**config.mk**
```make
export PLATFORM = sky130hd
export DESIGN_NAME = bcs_div
export DESIGN_NICKNAME = d
export VERILOG_FILES = /design/src/hw/rtl/bcs_div.sv
export SDC_FILE = /design/constraint.sdc
export NUM_CORES = 1
export LEC_CHECK = 0
export CORE_UTILIZATION = 42
export CTS_CLUSTER_SIZE = 14
export DETAILED_ROUTE_END_ITERATION = 8
export DONT_BUFFER_PORTS = 1
export PLACE_DENSITY_LB_ADDON = 0.05
export RECOVER_POWER = 50
export SLEW_MARGIN = 5
export SYNTH_ARGS = -nofsm -noshare
export SYNTH_HDL_FRONTEND = slang
export SYNTH_SLANG_ARGS = --single-unit
```
**constraint.sdc**
```tcl
create_clock -name clock -period 5.53 [get_ports clock]
set_clock_uncertainty 0.2 [all_clocks]
set_input_delay 0.8295 -clock clock [delete_from_list [all_inputs] [get_ports clock]]
set_output_delay 0.8295 -clock clock [all_outputs]
set_load 0.05 [all_outputs]
```
**src/hw/rtl/bcs_div.sv**
```systemverilog
`timescale 1ns / 1ps
`default_nettype none
module bcs_div #(
   parameter int NW = 18,
   parameter int DW = 12
) (
   input  wire logic          clock,
   input  wire logic          reset,
   input  wire logic          start,
   input  wire logic [NW-1:0] num,
   input  wire logic [DW-1:0] den,
   output logic               busy,
   output logic [NW-1:0]      quo
);
   localparam int CW = $clog2(NW + 1);

   logic [DW-1:0] rem_ff, rem_in, den_ff;
   logic [NW-1:0] quo_ff, quo_in;
   logic [CW-1:0] cnt_ff, cnt_in;
   logic          busy_ff, busy_in;
   logic [DW:0]   trial;
   logic [DW:0]   diff;

   // restoring division, one quotient bit a cycle
   always_comb begin
      trial   = {rem_ff, quo_ff[NW-1]};
      diff    = trial - {1'b0, den_ff};
      rem_in  = rem_ff;
      quo_in  = quo_ff;
      cnt_in  = cnt_ff;
      busy_in = busy_ff;
      if (start) begin
         rem_in  = '0;
         quo_in  = num;
         cnt_in  = CW'(NW);
         busy_in = 1'b1;
      end else if (busy_ff) begin
         if (trial >= {1'b0, den_ff}) begin
            rem_in = diff[DW-1:0];
            quo_in = {quo_ff[NW-2:0], 1'b1};
         end else begin
            rem_in = trial[DW-1:0];
            quo_in = {quo_ff[NW-2:0], 1'b0};
         end
         cnt_in  = cnt_ff - 1'b1;
         busy_in = (cnt_ff != CW'(1));
      end
   end

   always_ff @(posedge clock) begin
      if (reset) begin
         busy_ff <= 1'b0;
         cnt_ff  <= '0;
      end else begin
         busy_ff <= busy_in;
         cnt_ff  <= cnt_in;
      end
      rem_ff <= rem_in;
      quo_ff <= quo_in;
      if (start) den_ff <= den;
   end

   assign busy = busy_ff;
   assign quo  = quo_ff;
endmodule
`default_nettype wire

```
# Word-level counts from Yosys, hierarchy flattened
# Cells that the tools add are included.
# Widths: inputs -> output; s select.
[classes]
reduce_logical = 2
mux = 8
magnitude_cmp = 1
n_eq_ne = 1
addsub = 2
[ops]
columns = ["op", "n"]
rows = [
  ["$mux 18", 2],
  ["$ge 13x12->1", 1],
  ["$mux 12", 1],
  ["$sub 12x12->12", 1],
  ["$mux 5", 2],
  ["$ne 5x1->1 const B", 1],
  ["$sub 5x1->5 const B", 1],
  ["$mux 1", 3],
  ["$reduce_bool 2->1", 1],
  ["$reduce_or 2->1", 1],
]
[totals]
register_bits = 48
out_inout_bits = 19

# Longest topological paths before layout
[depth]
ltp_word = 4
ltp_mapped = 10
ltp_nobuf = 9

# Least setup slack after synthesis
# Ideal clock, no wire load.
[synth_timing]
kind = "reg-to-reg"
from = "reg quo_ff[17] (netlist: quo[17])"
to = "reg quo_ff[0] (netlist: quo[0]), data pin"
path_stages_with_launch = 9
setup_time_ns = 0.260
slack_ns = 2.922
arrival_ns = 2.148
n_path_buf = 1
period_less_slack_ns = 2.608
cell_sequence = "edfxtp_1 inv_1 ha_1 nor2b_4 o31a_4 o31ai_4 o211ai_4 buf_6 mux2_2"
[synth_via]
elab_chain_cells = 4
[synth_rtl]
columns = ["element", "line", "rtl"]
rows = [
  ["from (decl)", "18", "logic [NW-1:0] quo_ff, quo_in;"],
  ["from (signal assigned)", "59", "quo_ff <= quo_in;"],
  ["$ge 13x12->1", "38", "if (trial >= {1'b0, den_ff}) begin"],
  ["$mux 1", "38", ""],
  ["$mux 18", "37", "end else if (busy_ff) begin"],
  ["$mux 18", "32", "if (start) begin"],
  ["net quo_in[0]", "18", ""],
]
# The timed path passes the listed nets, and every way through them passes these cells. The select of a mux whose other input is x is not followed.
# A chain may end at the register's enable or synchronous reset.

# Final worst setup path
[layout_timing]
from = "reg quo_ff[17] (netlist: quo[17])"
to = "reg rem_ff[1]"
[layout_via]
elab_chain_cells = 2
[layout_rtl]
columns = ["element", "line", "rtl"]
rows = [
  ["$sub 12x12->12 or $ge 13x12->1 (tied branches)", "27, 38", ""],
  ["$mux 12 (*)", "38", ""],
  ["to (signal assigned)", "58", "rem_ff <= rem_in;"],
  ["to (decl)", "17", "logic [DW-1:0] rem_ff, rem_in, den_ff;"],
]
# Every way passes the cells marked *; elsewhere a longest branch is shown, timed or not.

==> results.yml <==
outcome:
  status: "finished, final reports clean"
routing:
  drt-total-wl_mm: 4.389
  route.detailed.drc: 0
  drtPass1Iterations: 4
  dr.first_iter.drc_count: 67
  num_vias: 1633
  via_per_inst: 5.319
  wl_per_cell_um: 14.30
  antenna_left: 0
floorplan:
  die_y_um: 80.95
  die_width_um: 80.95
  die_area_mm2: 0.006552
  ios: 52
  row_count: 28
  core_area_mm2: 0.005956
  start_util: 0.4395
yosys:
  synth_cell_types: 52
  ys_top_cells_by_count: "30 x edfxtp_1, 22 x nor2_1, 18 x dfxtp_1, 18 x mux2_2, 16 x inv_1"
  synthArstFlopShare: 0
  synth.avg_cell_area_um2: 11.23
  ys_warn_count: 0
  synth_top_area_cell: "edfxtp_1"
  synth.top_cell.area_share: 0.3442
  synth.most_common_cell: "edfxtp_1"
  synth_seq_cells: 48
  synth.cell_area_mm2: 0.002618
  yosysSeqAreaShare: 0.4818
  ys_top_cells_by_area: "edfxtp_1 34%, dfxtp_1 14%, mux2_2 7.7%"
  synth_cells: 233
  synth_edf_count: 30
  postSynthNetCount: 281
  synth_ff_type: "edfxtp_1"
finish:
  layout-drive-gt1-share: 0.1724
  fin_area_mm2: 0.002783
  syn2layout_area_growth_pct: 6.310
  fin_util: 0.4672
  fill_cells: 567
  nets: 279
  antenna_cells: 0
setup_path:
  path_class: "register to register"
  start_kind: "register"
  cp_max_fo: 17
  reg2reg_slack_ps: 2700
  slowest_delay_ps: 620
  arrival_ps: 2810
  cp_top_family: "compound AO/OA/AOI/OAI gates"
  crit_required_ps: 5510
  crit_path_top_delay_cell: "edfxtp_1"
  crit_buf_inv: 1
  crit_chain: "inv_1 -> ha_1 -> nor2b_4 -> o31a_4 -> o31ai_4 -> o211ai_4 -> nor4bb_1 -> or3_1"
  end_kind: "register"
grt:
  antenna_found_initial: 0
  grt_pass1_vias: 1607
  grt_pass1_wl_mm: 7.286
  grt_use_total: 0.1430
  overflow: 0
  grt_max_degree: 57
placement:
  dp_slack_ps: 2672
  gp_congestion: 0.8654
  placed_area_mm2: 0.002671
  portBuffers: 0
  dp_hpwl_mm: 3.060
cts:
  max-clock-path-buffers: 2
  postCtsSetupRepairBufs: 0
  clk_latency_ps: 290
  cts_tree: "done"
  cts-root-buf: "clkbuf_8"
  clkSinkCount: 48
  clk_pin_slew_ps: 90
  cts_hold_buf: 0
  cts_buffers: 5
  htreeDepth: 2
  ctsResizeCount: 0
pwr:
  comb_power_share: 0.159
  power.switching_w: 0.0002612
  swShare: 0.2967
  peakVddDrop_mv: 0.1501
  power_frac_clock: 0.290
  power-per-cell-area_mw_per_mm2: 316.4
  p_leak_nw: 1.037
  seqPwrFrac: 0.551
  internal_power_w: 0.0006192
timing:
  hold_slack_ps: 305.3
  finalSetupViolCount: 0
  min_period_ps: 2827
  finalHoldViolCount: 0
  drv_slew: 0
  setup_tns_ps: 0
  rsz0062_at_grt: "no"
  slew_headroom: 0.1270
  max_freq_mhz: 353.8
  period_share: 0.5112
  setup_ws_ps: 2703
  tightest_slew_ps: 1309
run:
  maxCapViolCount: 0
hold_path:
  min_path_type: "register to register"
[metrics by stage]
stage	cells	power, W
2_1_floorplan	233	0.0006128
3_3_place_gp	299	0.0006323
3_5_place_dp	299	0.0006342
4_1_cts	307	0.0008921
5_1_grt	307	0.0009255
6_report	307	0.0008804
[cells in the final DEF, fill, tap and decap left out, types with 3 or more instances in the layout]
cell type,synthesis,layout
a211oi_1,8,8
nand2_1,13,13
dfxtp_1,18,18
ha_1,14,14
xnor2_1,8,8
o21ai_0,6,6
xor2_1,4,4
or3_1,3,3
nor3_1,7,7
mux2i_1,6,6
or3b_2,3,3
nand3_1,4,4
edfxtp_1,30,30
inv_1,16,16
nor2_1,22,22
mux2_2,18,18
clkbuf_8,0,5
a21oi_1,6,6
[path summary, 6_finish.rpt]
kind                   from   endpoint  cells after the start
setup / recovery    quo[17]  rem_ff[1]                      8
setup reg to reg    quo[17]  rem_ff[1]                      8
hold / removal    rem_ff[6]  rem_ff[6]                      2
hold reg to reg   rem_ff[6]  rem_ff[6]                      2
[sequential cells by signal, indices dropped and copies added (netlist names)]
| register | cells |
|---|---|
| busy | 1 |
| cnt_ff | 5 |
| den_ff | 12 |
| quo | 18 |
| rem_ff | 12 |
[cells by family after synthesis]
family / Yosys count / share of synthesized area
compound gates: 40 / 0.1238
xor+xnor: 12 / 0.04015
fa+ha+maj: 15 / 0.07457
buf+inv: 27 / 0.04254
mux: 25 / 0.1061
flops: 48 / 0.4818
simple gates: 66 / 0.1310
[worst register-to-register path, stage by stage (launching register included)]
cell and delay [ps]:
edfxtp_1 620, inv_1 170, ha_1 240, nor2b_4 60, o31a_4 300, o31ai_4 280, o211ai_4 260, nor4bb_1 230
or3_1 350
[metal layers]
layer / track usage / share of wire / routed length (µm)
met1: 0.1987 / 0.51 / 2225
met2: 0.2185 / 0.45 / 1972
met3: 0.03820 / 0.035 / 155
met4: 0.03929 / 0.0077 / 34
met5: 0 / 0 / 0
[layout make-up]
| class | instances | area (µm²) | area share |
|---|---|---|---|
| clock inverter | 3 | 46.29 | 0.01664 |
| tap | 75 | 93.84 | 0.03372 |
| multi-input combinational | 158 | 1245 | 0.4474 |
| inverter | 17 | 63.81 | 0.02293 |
| sequential | 48 | 1261 | 0.4532 |
| timing repair buffer | 1 | 3.754 | 0.001349 |
| clock buffer | 5 | 68.82 | 0.02473 |
[power groups by stage]
stage / logic, W / clock network (W) / registers, W
after global routing: 0.000159 / 0.000277 / 0.000490
after floorplan: 0.000125 / 0 / 0.000488
final: 0.000140 / 0.000255 / 0.000485
after CTS: 0.000142 / 0.000264 / 0.000486
after detailed placement: 0.000140 / 0 / 0.000494
after global placement: 0.000139 / 0 / 0.000493
Power figures use the tool's default switching activity.
